**src/sv/ocvm_pkg.sv**
```systemverilog
`default_nettype none
package ocvm_pkg;

  localparam int MAX_VMS = 64;
  localparam int VM_W = $clog2(MAX_VMS);
  localparam int CNT_W = $clog2(MAX_VMS + 1);

  localparam int REQ_IDX_W = 6;
  localparam int AMT_W = 16;
  localparam int OUT_VM_W = 6;
  localparam int LIM_W = 4;
  localparam int JOB_W = 16;
  localparam int USE_W = 20;
  localparam int COST_W = 24;
  localparam int VMC_W = 7;
  localparam int LOG_W = 15;
  localparam int FRAC_W = 16;
  localparam int ROOT_W = 31;
  localparam int NUM_ROOTS = 16;

  localparam int CFG_IDX_W = 1;
  localparam int CFG_DATA_W = 15;
  localparam logic [CFG_IDX_W-1:0] CFG_VM_COUNT = 1'b0;
  localparam logic [CFG_IDX_W-1:0] CFG_LOG2_VM_COUNT = 1'b1;

  localparam logic REQ_ASSIGN = 1'b0;
  localparam logic REQ_RELEASE = 1'b1;

  localparam logic [VMC_W-1:0] VM_COUNT_RESET = 7'd64;
  localparam logic [LOG_W-1:0] LOG2_RESET = 15'd24576;
  localparam logic [LIM_W-1:0] LIM_TOP = 4'd15;
  localparam logic [JOB_W-1:0] JOB_MAX = 16'hFFFF;
  localparam logic [USE_W-1:0] USE_MAX = 20'hFFFFF;
  localparam logic [COST_W-1:0] COST_MAX = 24'hFFFFFF;

  localparam int POW_LAT = NUM_ROOTS + 2;
  localparam int PIPE_LAT = POW_LAT + 2;
  localparam int DRAIN_LEN = PIPE_LAT + 2;
  localparam int STEP_W = $clog2(MAX_VMS + DRAIN_LEN + 1);
  localparam int NUM_LANES = 6;

  typedef struct packed {
    logic [JOB_W-1:0] job;
    logic [USE_W-1:0] mem;
    logic [USE_W-1:0] net;
  } vm_state_t;

  typedef struct packed {
    logic shift;
    logic rel;
    logic asg;
    logic [AMT_W-1:0] mem_amt;
    logic [AMT_W-1:0] net_amt;
  } cell_cmd_t;

  typedef struct packed {
    logic valid;
    logic active;
    logic [VM_W-1:0] id;
  } scan_tag_t;

  typedef logic [ROOT_W-1:0] root_tab_t [NUM_ROOTS];

  function automatic logic [63:0] isqrt64(input logic [63:0] val);
    logic [63:0] v;
    logic [63:0] r;
    logic [63:0] b;
    v = val;
    r = '0;
    b = 64'h1 << 62;
    for (int j = 0; j < 32; j++) begin
      if (v >= r + b) begin
        v = v - r - b;
        r = (r >> 1) + b;
      end else begin
        r = r >> 1;
      end
      b = b >> 2;
    end
    return r;
  endfunction

  function automatic root_tab_t make_roots();
    root_tab_t t;
    logic [63:0] prev;
    prev = isqrt64(64'h1 << 61);
    t[0] = ROOT_W'(prev);
    for (int k = 1; k < NUM_ROOTS; k++) begin
      prev = isqrt64(prev << 30);
      t[k] = ROOT_W'(prev);
    end
    return t;
  endfunction

  localparam root_tab_t ROOTS = make_roots();

  function automatic logic [USE_W-1:0] sat_use(input logic [USE_W:0] v);
    return v[USE_W] ? USE_MAX : v[USE_W-1:0];
  endfunction

endpackage
`default_nettype wire

```
**src/sv/ocvm_cell.sv**
```systemverilog
`default_nettype none
module ocvm_cell (
  input  logic                  clk,
  input  logic                  rst,
  input  ocvm_pkg::cell_cmd_t   cmd,
  input  logic                  upd_en,
  input  ocvm_pkg::vm_state_t   nbr,
  output ocvm_pkg::vm_state_t   state
);
  import ocvm_pkg::*;

  vm_state_t fresh;

  always_comb begin
    fresh = nbr;
    if (upd_en && cmd.rel) begin
      fresh.job = (nbr.job != '0) ? nbr.job - JOB_W'(1) : '0;
      fresh.mem = (nbr.mem > USE_W'(cmd.mem_amt)) ? nbr.mem - USE_W'(cmd.mem_amt) : '0;
      fresh.net = (nbr.net > USE_W'(cmd.net_amt)) ? nbr.net - USE_W'(cmd.net_amt) : '0;
    end else if (upd_en && cmd.asg) begin
      fresh.job = (nbr.job == JOB_MAX) ? JOB_MAX : nbr.job + JOB_W'(1);
      fresh.mem = sat_use({1'b0, nbr.mem} + (USE_W + 1)'(cmd.mem_amt));
      fresh.net = sat_use({1'b0, nbr.net} + (USE_W + 1)'(cmd.net_amt));
    end
  end

  always_ff @(posedge clk) begin
    if (rst) begin
      state <= '0;
    end else if (cmd.shift) begin
      state <= fresh;
    end
  end

endmodule
`default_nettype wire

```
**config.mk**
```make
export PLATFORM = sky130hd
export DESIGN_NAME = ocvm_cell
export DESIGN_NICKNAME = d
export VERILOG_FILES = /design/src/sv/ocvm_pkg.sv /design/src/sv/ocvm_cell.sv
export SDC_FILE = /design/constraint.sdc
export NUM_CORES = 1
export LEC_CHECK = 0
export CORE_ASPECT_RATIO = 0.5
export CORE_UTILIZATION = 30
export CTS_CLUSTER_SIZE = 40
export DETAILED_ROUTE_END_ITERATION = 7
export DONT_BUFFER_PORTS = 1
export GPL_ROUTABILITY_DRIVEN = 0
export PLACE_DENSITY_LB_ADDON = 0.08
export SYNTH_ARGS = -nofsm -noshare
export SYNTH_HDL_FRONTEND = slang
export SYNTH_SLANG_ARGS = --single-unit
```
**constraint.sdc**
```tcl
create_clock -name clk -period 7.3 [get_ports clk]
set_input_delay 0.73 -clock clk [delete_from_list [all_inputs] [get_ports clk]]
set_output_delay 0.73 -clock clk [all_outputs]
set_load 0.01 [all_outputs]
```
==> out/metrics.cfg, run 1 <==
[floorplanning]
ioPinCount=150
core_mm2=0.0222
dieHeight_um=110
num_rows=38
start_util_pct=31.4
die_x_um=218
dieArea_mm2=0.0239

[sta]
final_hold_viol_count=0
worst_slew_pin_slew_ps=1160
rsz0062_at_grt=false
skew_ps=0
maxSlewViolCount=0
hold_slack_ps=485
period_needed_ps=3830
max_freq_mhz=261
finalCritPeriodShare_pct=52.4
slew-limit-headroom_pct=22.3
setup_violations=0
fin_setup_tns_ps=0
setup_ws_ps=3470

[route]
viasPerCell=5.63
drcViolationCount=0
drt_first_pass_iters=5
ant_nets=0
vias=6906
first_iter_violations=367
wirelength_um=24800
wl_per_cell_um=20.2

[clock_network]
clock_latency_ps=320
clockRootBuffer=clkbuf_16
cts_sinks=56
cts_setup_buffers=0
clk_path_buf_depth=2
cts-buffers-inserted=5
ctsResizeCount=0
cts_tree=yes
path_clk_slew_ps=90
cts-hold-fix-buffers=0
h-tree-depth=2

[placement]
placed_area_mm2=0.00703
hpwl_um=18100
dp_slack_ps=3090
port_buffers=0
placed_cells=1218

[outcome]
status=complete, no violations

[grt]
grt_usage_pct=20.9
grt_overflow=0
grt_max_degree=98
antenna_found_initial=0
grt_pass1_vias=6710
grt_pass1_wl_um=38800

[setup_path]
ff2ff_path_depth=3
r2r_start=state[35]
crit_required_ps=7510
reg2reg_slack_ps=6360
cp-start-kind=input pin
critPathMaxFanout=15
crit_arrival_ps=4040
timing.rr.end=state[35]
critPathCaptureType=flop
critPathKind=input pin to flop

[layout]
largest_reg_flops=56
layout-drive-gt1-share_pct=3.89
largest_registers=state x56
design_area_mm2=0.00718
instances_no_fill=1226
top_register=state
fillers=2397
syn_to_final_growth_pct=3.07
num_antenna_cells=0
finalNetCount=1089

[pwr]
swShare_pct=40.1
power.share.clock_pct=26.6
p_switching_w=0.000426
power_leakage_nw=2.84
combinationalPowerShare_pct=38.5
vdd_drop_max_uv=88.4
seqPwrFrac_pct=34.9
power_density_mw_per_mm2=148
p_int_w=0.000637

[logic_synthesis]
ys_warn_count=0
synth_nets=1147
synth_ff_type=dfxtp_1
synth_cell_types=81
synth_area_mm2=0.00697
syn_avg_cell_area_um2=7.09
postSynth.asyncResetShare_pct=0
ys_ff_latch=56
synth_edf_count=0
syn_inst=983
ys_seq_area_share_pct=16.1

[worst_hold_path]
whs_endpoint=state[0]
min_from=rst
min_path_type=input pin to flop
whs_path_depth=1

[job]
maxCapViolCount=0

==> layout make-up <==
cell class,count,area (µm²),area share [%]
clock buffers,8,146,2.04
inverters,74,278,3.87
multi-input cells,784,5230,72.8
flip-flops and latches,56,1120,15.6
well taps,300,375,5.23
repair buffers,4,30.0,0.418
==> cells by family after synthesis <==
kind of cell             count (synthesis)  share of synthesized area (%)
AO/OA/AOI/OAI                          361                           35.0
AND/OR/NAND/NOR                        303                           20.6
buffers and inverters                  143                           8.89
adder cells (fa/ha/maj)                 70                           13.0
flip-flops                              56                           16.1
XOR/XNOR                                44                           5.53
multiplexers                             6                          0.898
==> power groups by stage <==
stage	Combinational [W]	Sequential [W]	Clock, W
global route	0.000460	0.000374	0.000303
floorplan	0.000344	0.000367	0
finish	0.000409	0.000370	0.000282
global placement	0.000405	0.000379	0
CTS	0.000409	0.000372	0.000292
detailed placement	0.000405	0.000379	0
==> worst max path at each step <==
stage | from | to | depth (start not counted)
4_1_cts | cmd[0] | state[9] | 11
5_1_grt | cmd[16] | state[25] | 11
6_report | cmd[0] | state[13] | 11
3_5_place_dp | cmd[0] | state[9] | 11
3_3_place_gp | cmd[0] | state[9] | 11
2_1_floorplan | cmd[0] | state[13] | 12
==> placed cells by master (no fill, tap or decap), types with 5 or more instances in the layout <==
cell type,count
inv_1,72
o41ai_1,5
or4_1,7
a211oi_1,18
a221o_1,8
nand2_1,53
and3_1,5
nor2b_1,15
o221ai_1,15
xnor2_1,28
nand3_1,11
a31oi_1,12
nand4_1,11
nor4_1,6
nand2b_1,17
o22ai_1,11
o211ai_1,18
o21a_1,11
clkbuf_16,5
a211o_1,15
or3_1,6
a21oi_1,84
xor2_1,16
a21o_1,11
nor3_1,38
ha_1,66
nor2_1,120
a221oi_1,5
o21ai_0,90
o21bai_1,10
dfxtp_1,56
==> worst max-delay path, cell delays in order <==
cell and delay (ps):
ha_1 200, fa_1 410, or2b_1 190, a221oi_1 110, a21oi_1 180, or4b_1 500
a211o_2 400, a311oi_4 820, a21oi_1 160, nor3b_1 240, nor3_1 70
==> metal layers <==
metal	part of all wire (%)	global-route usage (%)	up-vias
met4	1.5	4.78	0
met1	48	27.8	3251
met5	0	0	-
li1	-	-	3454
met3	5.4	3.51	21
met2	45	35.3	180
==> cell usage after synthesis, types with 5 or more instances <==
cell      number  area, µm²
inv_1         72        270
or4_1          7       52.6
o41ai_1        5       43.8
a221oi_1       5       43.8
o21a_1        11       82.6
nor3_1        38        190
xor2_1        16        140
nor2_1       120        450
nand2b_1      17        106
ha_1          66        826
a221o_1        8       80.1
o22ai_1       11       68.8
a21oi_1       84        420
nor2b_1       15       93.8
nand2_1       53        199
a31oi_1       12       75.1
a211oi_1      18        135
a211o_1       15        131
o211ai_1      18        135
buf_2         12       60.1
or3_1          6       37.5
o221ai_1      15        131
nand3_1       11       55.1
o21bai_1      10       75.1
a21o_1        11       82.6
dfxtp_1       56       1120
nor4_1         6       37.5
o21ai_0       90        450
and3_1         5       31.3
xnor2_1       28        245
clkbuf_1      45        169
nand4_1       11       68.8
==> metrics by stage <==
stage	utilization, %	total power (W)
floorplan	-	0.000710
global placement	31.7	0.000785
detailed placement	31.7	0.000784
CTS	32.3	0.00107
global route	32.3	0.00114
finish	32.3	0.00106
No activity file was read; power rests on OpenSTA's default activity.
==> inputs of run 2 (changes only) <==
Settings changed: ABC_AREA set to 1.
Clock period 7.3 ns to 3.4 ns, I/O delays scaled along.
==> run 2 against run 1 <==
Clock power rose by 120%. Via count rose by 29%. Global-route usage rose by 1.4 points. Power rose by 130%. Die area rose by 19%. Critical path type unchanged. Largest cell class unchanged.
==> out/metrics.cfg, run 2 <==
[floorplanning]
ioPinCount=150
dieArea_mm2=0.0283
core_mm2=0.0268
num_rows=42
start_util_pct=30.9
die_x_um=237
dieHeight_um=120

[route]
wl_per_cell_um=17.7
ant_nets=0
drt_first_pass_iters=4
first_iter_violations=705
viasPerCell=5.08
drcViolationCount=0
wirelength_um=31100
vias=8902

[logic_synthesis]
yosysMostFrequentCell=nand2_1
ys_warn_count=0
syn_avg_cell_area_um2=5.71
synth.largest_area_cell=nand2_1
synth_nets=1614
ys_seq_area_share_pct=13.5
yosysTopAreaCellShare_pct=15.7
syn_inst=1450
synth_cell_types=46
synth_ff_type=dfxtp_1
synth_area_mm2=0.00828
synth_edf_count=0
yosys-top-cells-count=nand2_1 (347), inv_1 (194), nor2_1 (193)
ys_ff_latch=56
postSynth.asyncResetShare_pct=0
synth.area.top_cells=nand2_1 (16%), dfxtp_1 (14%), ha_1 (10%)

[sta]
rsz0062_at_grt=false
max_freq_mhz=393
maxSlewViolCount=0
worst_slew_pin_slew_ps=920
fin_setup_tns_ps=0
period_needed_ps=2550
finalCritPeriodShare_pct=74.9
skew_ps=0
final_hold_viol_count=0
setup_violations=0
slew-limit-headroom_pct=38.6

[layout]
layout-drive-gt1-share_pct=5.14
finalNetCount=1565
largest_registers=state x56
mostFrequentLayoutCell=nand2_1
num_antenna_cells=0
top_register=state
regArea_mm2=0.00112
fillers=3068
largest_reg_flops=56
finalCoreUtilization_pct=32.1
final_cell_mix=nand2_1 (346), inv_1 (194), nor2_1 (193)
syn_to_final_growth_pct=3.87
multi_input_area_mm2=0.00608

[clock_network]
h-tree-depth=2
cts-hold-fix-buffers=0
clk_path_buf_depth=2
ctsResizeCount=0
clockRootBuffer=clkbuf_16
cts_setup_buffers=0
cts_tree=yes
cts-buffers-inserted=5
clock_latency_ps=300
path_clk_slew_ps=80
cts_sinks=56

[grt]
grt_usage_pct=22.3
grt_overflow=0
grt_max_degree=98
grt_pass1_vias=8911
antenna_found_initial=0
grt_pass1_wl_um=49800

[setup_path]
critPathKind=input pin to flop
critPathMaxFanout=14
critPathCaptureType=flop
crit_arrival_ps=2750
crit_required_ps=3600
cp-start-kind=input pin

[pwr]
finalPower_w=0.00247
power_density_mw_per_mm2=288
power_leakage_nw=4.42
vdd_drop_max_uv=182

[job]
maxCapViolCount=0

[outcome]
status=complete, no violations

[worst_hold_path]
min_path_type=input pin to flop

[placement]
port_buffers=0
hpwl_um=25200

==> run 2: worst paths after layout <==
kind / startpoint / endpoint / slack [ps] / depth (start not counted)
max reg2reg: state[24] / state[24] / 2570 / 2
min reg2reg: state[49] / state[49] / 590 / 2
max: cmd[25] / state[30] / 850 / 11
min: cmd[34] / state[48] / 150 / 1
==> run 2: cell type report <==
| class | instances | share of cell area [%] |
|---|---|---|
| clock buffer | 6 | 1.61 |
| inverter | 205 | 8.94 |
| clock inverter | 2 | 0.451 |
| sequential | 56 | 13.0 |
| multi-input combinational | 1131 | 70.7 |
| tap | 352 | 5.12 |
| timing repair buffer | 2 | 0.174 |
==> run 2: logic make-up (layout without fill, tap and decap cells) <==
family | Yosys count | after routing | share of synthesized area (%)
adders and majority gates | 70 | 70 | 10.9
buffers and inverters | 263 | 215 | 13.1
and+or+nand+nor | 732 | 732 | 37.9
xor gates and xnor gates | 58 | 58 | 6.13
AOI/OAI and AO/OA | 271 | 271 | 18.4
DFF | 56 | 56 | 13.5
==> run 2: critical path, cell delays in order <==
cell,delay (ps)
inv_1,20
ha_1,480
o21ai_0,230
a21oi_1,250
nand3_2,150
nand2_1,120
nand3_2,390
o21bai_1,430
nand3_1,190
nand2_1,90
inv_1,40
==> run 2: power by group <==
part | internal (W) | switching (W) | leakage [nW]
combinational | 0.000349 | 0.000713 | 3.87
clock | 0.000370 | 0.000258 | 0.0871
sequential | 0.000711 | 0.0000733 | 0.466
==> run 2: per-layer routing <==
metal | global-route usage [%] | share of wire, %
met2 | 38.6 | 47
met4 | 3.73 | 1.2
met1 | 30.5 | 48
met5 | 0 | 0
met3 | 1.86 | 3.6
==> run 2: through the flow <==
stage	instances	setup WS (ps)	cell area [µm²]	hold slack, ps
floorplan	1450	1390	8280	542
global placement	1746	534	8430	464
detailed placement	1746	581	8430	477
CTS	1754	898	8600	143
global route	1754	691	8600	137
finish	1754	855	8600	147
==> inputs of run 3 (changes only) <==
Clock period 3.4 ns to 2.65 ns, I/O delays scaled along.
==> run 3 against run 2 <==
Clock skew did not move. Critical endpoint is now state[31]. Die area is the same. Via count is 1.5% higher. Design area rose by 0.95%. Hold slack lost 88 ps. Largest cell class unchanged. Sequential share of layout area decreased by 0.12 points. Non-clock buffer count grew 13. Highest routed layer unchanged. Register-to-register slack lost 740 ps. Count of clock-buffer cells in the layout is 1 lower.
==> out/metrics.cfg, run 3 (same netlist as run 2, synthesis figures left out) <==
[outcome]
status=complete, no violations

[setup_path]
slowest_delay_ps=460
reg2reg_slack_ps=1830
critPathBufInv=2
critPathMaxFanout=14
critPathLaunch=cmd[25]
worstPathCellList=inv_1 > ha_1 > o21ai_0 > a21oi_1 > nand3_2 > nand2_1 > nand3_2 > o21bai_1 > nand3_1 > nand2_1 > inv_1
crit_required_ps=2860
critPathTopFamily=simple AND/OR/NAND/NOR gates
r2r_start=state[24]
cp-start-kind=input pin
critPathKind=input pin to flop
critPathCaptureType=flop
crit_arrival_ps=2570
crit_slowest_cell=ha_1

[sta]
hold_slack_ps=59.0
final_hold_viol_count=0
rsz0062_at_grt=false
skew_ps=0
maxSlewViolCount=0
finalCritPeriodShare_pct=89.1
fin_setup_tns_ps=0
max_freq_mhz=424
worst_slew_pin_slew_ps=890
period_needed_ps=2360
slew-limit-headroom_pct=40.6
setup_violations=0
setup_ws_ps=289

[placement]
dp_slack_ps=-21.1
placed_cells=1759
port_buffers=0
hpwl_um=25500

[grt]
antenna_found_initial=0
grt_usage_pct=21.8
grt_max_degree=98
grt_overflow=0
grt_pass1_wl_um=48500
grt_pass1_vias=8730

[route]
wirelength_um=31000
drcViolationCount=0
first_iter_violations=628
wl_per_cell_um=17.6
ant_nets=0
drt_first_pass_iters=5
viasPerCell=5.11
vias=9033

[floorplanning]
ioPinCount=150
dieArea_mm2=0.0283
dieHeight_um=120
core_mm2=0.0268
num_rows=42
die_x_um=237
start_util_pct=30.9

[layout]
num_antenna_cells=0
top_register=state
instances_no_fill=1767
largest_registers=state x56
final_cell_mix=nand2_1 (346), inv_1 (194), nor2_1 (193)
finalNetCount=1578
largest_reg_flops=56
mostFrequentLayoutCell=nand2_1
layout-drive-gt1-share_pct=6.01
syn_to_final_growth_pct=4.85

[clock_network]
clk_path_buf_depth=2
h-tree-depth=2
cts_setup_buffers=0
clock_latency_ps=300
cts_sinks=56
cts-buffers-inserted=5
cts_tree=yes
path_clk_slew_ps=80
ctsResizeCount=0
cts-hold-fix-buffers=0
clockRootBuffer=clkbuf_16

[pwr]
vdd_drop_max_uv=227
power_density_mw_per_mm2=357
p_int_w=0.00174
swShare_pct=44.0
seqPwrFrac_pct=32.5
power.share.clock_pct=22.6
combinationalPowerShare_pct=44.9
power_leakage_nw=4.47
p_switching_w=0.00136

[worst_hold_path]
min_from=cmd[34]
min_path_type=input pin to flop

[job]
maxCapViolCount=0

==> run 3: changes by cell type in the layout (fill, tap and decap cells not counted) <==
cell	previous run	this run
buf_12	0	1
buf_4	2	14
bufinv_16	1	0
clkbuf_8	1	0
clkinvlp_4	0	2
==> run 3: power by group through the flow <==
stage / Sequential, W / Clock, W / Combinational (W)
2_1_floorplan: 0.000996 / 0 / 0.00106
3_3_place_gp: 0.00103 / 0 / 0.00139
3_5_place_dp: 0.00103 / 0 / 0.00137
4_1_cts: 0.00101 / 0.000734 / 0.00138
5_1_grt: 0.00101 / 0.000757 / 0.00157
6_report: 0.00101 / 0.000701 / 0.00139
==> run 3: through the flow <==
step	cell area, µm²	power (W)	utilization [%]
after detailed placement	8540	0.00241	31.9
after global routing	8690	0.00333	32.4
after CTS	8690	0.00313	32.4
final	8690	0.00310	32.4
after global placement	8540	0.00242	31.9
after floorplan	8280	0.00206	-
==> run 3: worst paths after layout <==
kind / end / depth (start not counted)
hold reg to reg: state[49] / 2
setup reg to reg: state[24] / 2
setup / recovery: state[31] / 11
hold / removal: state[48] / 1
==> run 3: area by class of cell <==
| class | count | area [µm²] |
|---|---|---|
| Fill cell | 3118 | 18100 |
| Multi-Input combinational cell | 1131 | 6080 |
| Sequential cell | 56 | 1120 |
| Inverter | 205 | 769 |
| Tap cell | 352 | 440 |
| Clock buffer | 5 | 125 |
| Timing Repair Buffer | 15 | 125 |
| Clock inverter | 3 | 23.8 |
==> run 3: worst register-to-register path, cell delays in order (launching register included) <==
cell and delay [ps]:
dfxtp_1 440, o21ai_0 110, a31oi_1 190
==> run 3: routing by layer <==
metal  vias to the layer above  wire length [µm]  global-route usage, %
li1                       4562                 -                      -
met1                      4223             14600                   28.8
met2                       221             14700                   38.3
met3                        27              1330                   2.58
met4                         0               382                   4.14
met5                         -                 0                      0
